`src/rtl/core/mvt_pkg.sv`:
```
`default_nettype none
// ----------------------------------------------------------------------------
// mvt_pkg: shared types and constants
// Constants, request and status codes for the MAC/VLAN exact-match table.
// ----------------------------------------------------------------------------
package mvt_pkg;

    localparam int BUCKETS   = 256;
    localparam int ENTRIES   = 1024;
    localparam int BKT_W     = $clog2(BUCKETS);
    localparam int SLOT_W    = $clog2(ENTRIES);
    localparam int PTR_W     = SLOT_W + 1;
    localparam int CNT_W     = SLOT_W + 1;
    localparam int KEY_W     = 60;
    localparam int PORT_W    = 16;
    localparam int HASH_W    = 48;
    localparam int DIV_W     = 9;
    localparam int LIM_W     = 11;
    localparam int VLAN_SHIFT = 32;

    localparam logic [PTR_W-1:0] NIL_SLOT = PTR_W'(ENTRIES);

    localparam logic [1:0] REQ_LOOKUP = 2'd0;
    localparam logic [1:0] REQ_ADD    = 2'd1;
    localparam logic [1:0] REQ_DEL    = 2'd2;
    localparam logic [1:0] REQ_CLEAR  = 2'd3;

    localparam logic [1:0] ST_OK   = 2'd0;
    localparam logic [1:0] ST_FULL = 2'd1;
    localparam logic [1:0] ST_MISS = 2'd2;

    localparam logic CFG_BUCKETS = 1'b0;
    localparam logic CFG_LIMIT   = 1'b1;

    // modulo unit handshake
    typedef struct packed {
        logic              start;
        logic [HASH_W-1:0] dividend;
        logic [DIV_W-1:0]  divisor;
    } mod_req_t;

    typedef struct packed {
        logic             done;
        logic [BKT_W-1:0] rem;
    } mod_rsp_t;

endpackage
`default_nettype wire

```
`src/rtl/core/mvt_mod.sv`:
```
`default_nettype none
// ----------------------------------------------------------------------------
// mvt_mod: bucket hash modulo
// Restoring remainder, one dividend bit per cycle.
// ----------------------------------------------------------------------------
module mvt_mod
(
    input  wire logic             clk,
    input  wire logic             rst_n,
    input  wire mvt_pkg::mod_req_t req,
    output mvt_pkg::mod_rsp_t      rsp
);
    import mvt_pkg::*;

    localparam int BIT_W = $clog2(HASH_W);

    logic [HASH_W-1:0] sh_reg, sh_next;
    logic [DIV_W:0]    rem_reg, rem_next;
    logic [DIV_W-1:0]  div_reg, div_next;
    logic [BIT_W-1:0]  bit_reg, bit_next;
    logic              busy_reg, busy_next;
    logic              done_reg, done_next;
    logic [DIV_W:0]    trial;

    // shift in one bit, subtract when it fits
    always_comb
    begin
        sh_next   = sh_reg;
        rem_next  = rem_reg;
        div_next  = div_reg;
        bit_next  = bit_reg;
        busy_next = busy_reg;
        done_next = 1'b0;
        trial     = {rem_reg[DIV_W-1:0], sh_reg[HASH_W-1]};
        if (req.start)
        begin
            sh_next   = req.dividend;
            rem_next  = '0;
            bit_next  = BIT_W'(HASH_W - 1);
            busy_next = 1'b1;
            if (req.divisor == '0)
                div_next = DIV_W'(1);
            else if (req.divisor > DIV_W'(BUCKETS))
                div_next = DIV_W'(BUCKETS);
            else
                div_next = req.divisor;
        end
        else if (busy_reg)
        begin
            sh_next = {sh_reg[HASH_W-2:0], 1'b0};
            if (trial >= {1'b0, div_reg})
                rem_next = trial - {1'b0, div_reg};
            else
                rem_next = trial;
            bit_next = bit_reg - BIT_W'(1);
            if (bit_reg == '0)
            begin
                busy_next = 1'b0;
                done_next = 1'b1;
            end
        end
    end

    always_ff @(posedge clk or negedge rst_n)
    begin
        if (!rst_n)
        begin
            busy_reg <= 1'b0;
            done_reg <= 1'b0;
        end
        else
        begin
            busy_reg <= busy_next;
            done_reg <= done_next;
        end
    end

    always_ff @(posedge clk)
    begin
        sh_reg  <= sh_next;
        rem_reg <= rem_next;
        div_reg <= div_next;
        bit_reg <= bit_next;
    end

    assign rsp.done = done_reg;
    assign rsp.rem  = rem_reg[BKT_W-1:0];

`ifndef SYNTHESIS
    a_rem_lt_div: assert property (@(posedge clk) disable iff (!rst_n)
        rsp.done |-> ({1'b0, div_reg} > rem_reg))
        else $error("remainder not below divisor");
    a_done_pulse: assert property (@(posedge clk) disable iff (!rst_n)
        rsp.done |=> !rsp.done)
        else $error("done longer than one cycle");
`endif

endmodule
`default_nettype wire

```
`config.mk`:
```
export PLATFORM = sky130hd
export DESIGN_NAME = mvt_mod
export DESIGN_NICKNAME = d
export VERILOG_FILES = /design/src/rtl/core/mvt_pkg.sv /design/src/rtl/core/mvt_mod.sv
export SDC_FILE = /design/constraint.sdc
export NUM_CORES = 1
export LEC_CHECK = 0
export BUFFER_PORTS_ARGS = -buffer_cell sky130_fd_sc_hd__buf_2
export CAP_MARGIN = 20
export CORE_MARGIN = 3
export CORE_UTILIZATION = 50
export CTS_CLUSTER_DIAMETER = 30
export CTS_CLUSTER_SIZE = 12
export DETAILED_ROUTE_END_ITERATION = 10
export GPL_ROUTABILITY_DRIVEN = 0
export GPL_TIMING_DRIVEN = 0
export PLACE_DENSITY = 0.76
export SLEW_MARGIN = 40
export SYNTH_ARGS = -nofsm -noshare
export SYNTH_HDL_FRONTEND = slang
export SYNTH_SLANG_ARGS = --single-unit
```
`constraint.sdc`:
```
create_clock -name clk -period 2.4 [get_ports clk]
set_input_delay 0.12 -clock clk [delete_from_list [all_inputs] [get_ports clk]]
set_output_delay 0.12 -clock clk [all_outputs]
set_load 0.01 [all_outputs]
```
==> results of run 1 <==
## synth_stat cells, drive strengths merged
cell type,instances
mux2i,6
a21o,2
inv,18
xor2,5
o211a,1
ha,13
nor2,15
and3,1
clkbuf,9
nor4b,1
o31a,1
a311oi,4
o21ai,2
nor3b,1
o31ai,2
nand2,10
nor3,5
o2111ai,1
and2,10
nor4,3
a31oi,1
mux2,48
nand3,3
nand3b,1
o211ai,3
dfxtp,15
or4b,1
buf,10
dfrtp,2
xnor2,4
a31o,1
nand4b,2
fa,1
a21oi,7
edfxtp,57
or3,1
a211oi,6
a211o,1
nand2b,8
## layer usage
metal / share of wire (%) / vias to the layer above / GRT usage (%)
met1: 46 / 1148 / 22.1
met4: 2.0 / 0 / 7.43
li1: - / 1202 / -
met3: 5.7 / 14 / 4.35
met2: 46 / 55 / 26.5
met5: 0 / - / 0
## power by group through the flow
stage | Clock [W] | Sequential [W] | Combinational, W
floorplan | 0 | 0.00165 | 0.000904
global placement | 0 | 0.00168 | 0.00112
detailed placement | 0 | 0.00169 | 0.00115
CTS | 0.000877 | 0.00166 | 0.00119
global route | 0.000930 | 0.00169 | 0.00137
finish | 0.000850 | 0.00166 | 0.00125
## kinds of logic (layout without fill, tap and decap cells)
logic type	after synthesis	after routing	synth area share [%]
flops	74	74	55.6
simple gates	62	62	9.48
mux	54	54	16.2
buf+inv	37	129	4.66
compound gates	32	32	6.99
fa+ha+maj	14	14	4.93
xor+xnor	9	9	2.13
## worst paths after layout
check	from	to	cells after the start
setup reg to reg	sh_reg[47]	rem_reg[4]	10
hold / removal	req[9]	sh_reg[0]	2
min in group asynchronous	rst_n	done_reg	2
max in group asynchronous	rst_n	busy_reg	2
setup / recovery	sh_reg[47]	rem_reg[4]	10
hold reg to reg	bit_reg[5]	bit_reg[5]	2
## worst reg2reg max path, cell delays in order (launching register included)
cell	delay, ps
sky130_fd_sc_hd__edfxtp_1	380
sky130_fd_sc_hd__inv_1	70
sky130_fd_sc_hd__ha_2	180
sky130_fd_sc_hd__inv_2	40
sky130_fd_sc_hd__fa_2	390
sky130_fd_sc_hd__a211oi_4	270
sky130_fd_sc_hd__o31a_1	210
sky130_fd_sc_hd__buf_4	150
sky130_fd_sc_hd__o211ai_4	150
sky130_fd_sc_hd__mux2i_1	170
sky130_fd_sc_hd__a211oi_1	240
## metrics by stage
| stage | hold WS [ps] | power, W | setup slack [ps] |
|---|---|---|---|
| 2_1_floorplan | -176 | 0.00255 | 144 |
| 3_3_place_gp | -90.5 | 0.00280 | -628 |
| 3_5_place_dp | -88.6 | 0.00284 | -36.6 |
| 4_1_cts | 46.9 | 0.00373 | 17.9 |
| 5_1_grt | 61.5 | 0.00398 | -15.7 |
| 6_report | 56.1 | 0.00377 | 78.9 |
## what timing repair did
| item | CTS | global route |
|---|---|---|
| hold buffers | 1 | 0 |
| resized for setup | 0 | 5 |
| pin swaps | 1 | 7 |
| setup endpoints to repair | 4 | 9 |
| buffers inserted | 3 | 3 |
| endpoints found under the hold margin | 2 | 0 |
## final cells by class
class / count / area, um2 / share of cell area (%)
Sequential cell: 74 / 2060 / 46.5
Multi-Input combinational cell: 171 / 1490 / 33.5
Timing Repair Buffer: 76 / 423 / 9.53
Clock buffer: 10 / 128 / 2.88
Tap cell: 96 / 120 / 2.71
Buffer: 19 / 105 / 2.37
Inverter: 18 / 70.1 / 1.58
Clock inverter: 6 / 41.3 / 0.931
==> run summary, run 1 <==
The relative slew slack is 66.0%. The transition time at the pin with the least slew margin came out at 510 ps. The core utilization of the finished layout is between 60% and 70%. For this design the total switching power over the nets is 0.00119 W.

The final cycle utilization of the critical path is 96.7%. The number of nets at the end of the flow is 443. The required time at the worst-slack endpoint is 2660 ps. The number of buffers created by CTS came out at 9. The tree is rooted in a sky130_fd_sc_hd__clkbuf_8. After detailed routing, the average wire length per cell comes to 14.3 um. From synthesis to final layout, the design area changed by 19.7%. The count of placed standard cells including taps is 447. After global routing the overflow that remains totals 0. The share of final-layout standard cells stronger than drive strength 1 came out at 42.5%. The shortest clock period the worst path allows after layout came out at 2320 ps. The insertion delay of the later-clocked pin in the worst-skew pair came out at 350 ps. The element type at the critical path end is a flop. The floorplan has 30 rows.

On the critical path, the stage with the largest delay is an instance of sky130_fd_sc_hd__fa_2. The number of port buffers is around 70. The setup check on the worst reg-to-reg path leaves a slack of 80 ps.

The total power divided by cell area came out at 849 nW/um2. Timing would allow up to 431 MHz. The net count after synthesis is around 360. The final number of max-transition violations came out at 0. The post-route standard cell area excluding fillers came out at 4440 um2. The critical path buffer and inverter count came out at 3. The peak per-stage delay on the critical path is 390 ps. The post-route non-filler standard cell count came out at 470. The internal power of the cells totals between 0.002 and 0.003 W. The total area inside the core boundary comes to 6980 um2. The mean post-synth cell area came out at 13.1 um2. The sequential share of power came out at 44.2%. The number of global-route vias before repair is ~2400. The total wire length after detailed routing is 6.70 mm. The detailed-route via count came out at around 2400. The detail-routed via count per cell is between 5 and 6. The largest net degree at the start of global routing is 26. The dominant cell type by area after synthesis is sky130_fd_sc_hd__edfxtp_1. The HPWL after detailed placement is 4.70 mm. In this design, the largest share of critical-path delay is due to compound AO/OA/AOI/OAI gates. Traced cell by cell, the critical path runs through inv_1, ha_2, inv_2, fa_2, a211oi_4, o31a_1, buf_4, o211ai_4, mux2i_1, a211oi_1. The clock drives 74 sinks. The arrival time reported for the critical path endpoint is 2580 ps. The number of buffers between clock root and the deepest sink is 2. The first TritonRoute pass finished after 5 iterations. The number of hold violations in the final report came out at 0.

The min-delay analysis places its worst path in the category in2reg. The number of H-tree levels is 3. The yosys synthesis warning count came out at 0. The post-synthesis sequential area ratio is 55.6%. The portion of total power attributed to combinational logic came out at 33.3%. The TritonCTS clock tree is yes. The synthesis-stage register bit count came out at 74.

The number of ports placed on the die boundary came out at between 60 and 70. The largest fanout on the critical path came out at 7. The netlist area before placement is about 3700 um2. The number of antenna violations at the first check in global routing is 0. The area share of the largest cell type after synthesis is a little under half. The global-route total usage across every layer is 16.9%. The switching fraction of total power is between 30% and 40%. Leaving out fill and tap cells, the most frequent cell in the layout is sky130_fd_sc_hd__buf_2. Yosys attributes the largest share of cell area to sky130_fd_sc_hd__edfxtp_1 (46%), sky130_fd_sc_hd__mux2_2 (15%), sky130_fd_sc_hd__dfxtp_1 (8.1%).

The die is 92.1 um tall. Between clock sinks in the finished design, the worst skew comes to between 9 and 10 ps. 0 antenna diodes ended up in the layout.

The number of remaining DRC errors came out at 0. The count of nets left with antenna violations once routing finished came out at 0. The number of unique standard cell types used by synthesis came out at between 40 and 50.

The initial core utilization is 53.1%. The max-capacitance violation count is 0. The critical path start-end classification is reg2reg. The filler cells instantiated in the layout total slightly below 600. The clock network power share is 22.6%.

The gate count after technology mapping is ~280. The iteration-0 DRC count of the detailed router came out at 91. STA classifies the critical path startpoint as a flop. The register with the most flip-flops in the layout has 48 of them. The worst ir drop on vdd is roughly 0.50 mV. The reported leakage power came out at 1.85 nW.

The first global-routing pass estimated roughly 11 mm of wire. The die width came out at 92.1 um. The area of the die is ~8500 um2. The total cell area at the placement stage came out at 4200 um2. The total negative slack for setup checks came out at 0 ps. The flow ran to the end, and the final reports show no timing, DRC or antenna violations. The final-report setup violation count came out at 0. Leaving out fill and tap cells, the most frequent cells in the layout are sky130_fd_sc_hd__buf_2 (68), sky130_fd_sc_hd__edfxtp_1 (57), sky130_fd_sc_hd__mux2_2 (48).

After clock tree synthesis, the clock-pin slew on the worst setup and hold paths is about 80 ps.
Power figures use the tool's default switching activity.
==> run 2, diff against run 1 <==
==> constraint.sdc (replaced) <==
create_clock -name clk -period 2.1 [get_ports clk]
set_input_delay 0.105 -clock clk [delete_from_list [all_inputs] [get_ports clk]]
set_output_delay 0.105 -clock clk [all_outputs]
set_load 0.01 [all_outputs]
==> run 2 against run 1 <==
Against the previous run:
- the flow now finishes with violations (negative setup slack)
- combinational power is 22% higher
- worst setup slack worse by 300 ps
- via count stayed put
- hold slack worse by 4.2 ps
- cell area is 2.9% higher
- core utilization is 1.8 points higher
- critical path type unchanged
- largest cell class unchanged
- largest power group unchanged
==> run summary, run 2 (same netlist as run 1, synthesis figures left out) <==
STA puts the critical path data arrival time at 2560 ps. The finished cells cover 4570 um2. The iteration-0 DRC count of the detailed router came out at 88. The element type at the critical path end is a flop. In this run, CTS created clock tree buffers numbering 9. Among cell families on the critical path, the largest total delay comes from compound AO/OA/AOI/OAI gates. The number of port buffers came out at 68.

The endpoint of the worst hold path is sh_reg[0]. The final number of max-transition violations is 0. Compared with the post-synthesis result, the final layout area differs by 23.2%. Setup violations remaining at the end of the flow were counted as 9. The minimum setup slack among reg-to-reg paths is -220 ps.

The register with the most flip-flops in the layout has 48 of them. The sequential cell area came out at a little over 2000 um2. The initial utilization of the core area, before any placement, comes to 53.1%.

The area of the die is around 8500 um2. The largest fanout on the critical path is 6. The library cells used most frequently in the layout, excluding fill and tap cells, are sky130_fd_sc_hd__buf_2 (68), sky130_fd_sc_hd__edfxtp_1 (57), sky130_fd_sc_hd__mux2_2 (48).

The total cell area at the placement stage came out at 4240 um2. TritonCTS built the clock tree. The worst ir drop on vdd is 0.578 mV.

Timing would allow up to 432 MHz. The first-pass GRT wire length is about 12 mm. The antenna violation net count after detailed routing is 0. The number of remaining DRC errors is 0. The number of cell instances on the worst register-to-register path came out at 10. The length of the first detailed-routing pass in iterations came out at 4. The number of antenna violations at the first check in global routing is 0. The pre-CTS setup slack is -347 ps.

Counting every sink on the clock net gives 74. The launch point of the worst hold path is req[9]. The reported leakage power is 1.93 nW.

The peak per-stage delay on the critical path is 380 ps. The transition time at the pin with the least slew margin came out at about 540 ps. The total negative slack for setup checks came out at -1310 ps. The core area is 6980 um2. The number of buffers between clock root and the deepest sink came out at 2. Setup repair after global routing could not meet its margin everywhere.

The number of ports placed on the die boundary is 69. The total wire length after detailed routing is approximately 6.9 mm. The critical path is of the reg2reg type. STA classifies the critical path startpoint as a flop. The detailed-route via count is 2419.

Including well taps, the total number of placed cells is 448. The number of fillers in the final layout is approximately 560. Across all setup checks in the final design, the least slack found is -217 ps.

The total overflow reported by the global router is 0. The number of hold violations in the final report came out at 0. The post-route non-filler standard cell count is 476.

The number of nets at the end of the flow is 449. The critical path buffer and inverter count is 3. The total half-perimeter wirelength after legalization and detailed placement came out at 4.96 mm. The max-capacitance violation count is 0.

The tightest min-delay check is of the in2reg type. In this run the vertical extent of the chip is 92.1 um. The core utilization of the finished layout came out at between 60% and 70%. The number of diodes added for antenna fixing came out at 0. The largest clock skew in the final design is ~8.3 ps. The global-route total usage across every layer came out at between 10% and 20%. In this run the worst setup path begins at sh_reg[47]. The worst register-to-register path ends at rem_reg[8]. The detail-routed via count per cell came out at 5.08. For this design the ratio of total power to cell area is ~1000 nW/um2. The insertion delay of the later-clocked pin in the worst-skew pair is between 300 and 400 ps. Entering global routing, the biggest net connects 21 pins. Traced cell by cell, the critical path runs through inv_1, ha_2, inv_2, fa_2, a211oi_4, o31a_1, buf_4, o211a_4, nand2_1, a311oi_1.

The largest individual stage delay along the critical path comes from the cell sky130_fd_sc_hd__edfxtp_1. The worst hold path depth is 2. The final cycle utilization of the critical path came out at 110%. The final reports fail on negative setup slack. The startpoint identified for the worst register-to-register timing path is sh_reg[47]. The area taken by multi-input logic gates is around 1500 um2.

The relative slew slack came out at between 60 and 70%. The share of final-layout standard cells stronger than drive strength 1 is 44.5%. The run finished, with violations left. Leaving out fill and tap cells, the most frequent cell in the layout is sky130_fd_sc_hd__buf_2. The number of global-route vias before repair is 2537. After clock tree synthesis, the clock-pin slew on the worst setup and hold paths is approximately 80 ps. After detailed routing, the average wire length per cell comes to 14.6 um. Clock tree synthesis selected as its root buffer the cell sky130_fd_sc_hd__clkbuf_8. The number of H-tree levels is 3. The site row count came out at 30.

The worst path in the final design needs a cycle of 2320 ps, including I/O delays and setup. The die is ~92 um wide. The required time at the worst-slack endpoint came out at 2340 ps.
run 2: final cells by class:
cell class | count | area share, %
well taps | 96 | 2.63
inverters | 18 | 1.56
plain buffers | 19 | 2.33
clock inverters | 7 | 2.03
repair buffers | 82 | 10.8
clock buffers | 9 | 2.71
multi-input cells | 171 | 32.8
flip-flops and latches | 74 | 45.2
run 2: layer usage:
layer  track usage [%]  up-vias  wire length, um
met5                 0        -                0
met4              8.91        0              139
met3              4.92       13              376
met2              28.3       50             3240
met1              23.1     1140             3190
li1                  -     1216                -
run 2: worst max-delay path by stage:
stage	to	slack [ps]	cells past startpoint
3_3_place_gp	sh_reg[18]	-470	5
6_report	rem_reg[8]	-220	10
5_1_grt	rem_reg[8]	-320	10
2_1_floorplan	rem_reg[5]	-60	9
4_1_cts	rem_reg[8]	-240	9
3_5_place_dp	rem_reg[8]	-350	9
run 2: repair_timing:
action,CTS,global route
hold endpoints to repair,2,0
pin swaps,13,7
setup buffers,9,2
setup endpoints to repair,29,29
hold buffers,1,0
resized for setup,5,3
run 2: power by group:
group	switching, W	leakage [nW]	internal [W]
Sequential	0.000127	0.743	0.00178
Clock	0.000543	0.113	0.000669
Combinational	0.000722	1.07	0.000798
Total	0.00139	1.93	0.00324
run 2: through the flow:
step | hold WS (ps) | power, W
finish | 51.9 | 0.00464
global route | 38.5 | 0.00488
CTS | 36.7 | 0.00462
detailed placement | -107 | 0.00326
global placement | -105 | 0.00321
floorplan | -191 | 0.00294
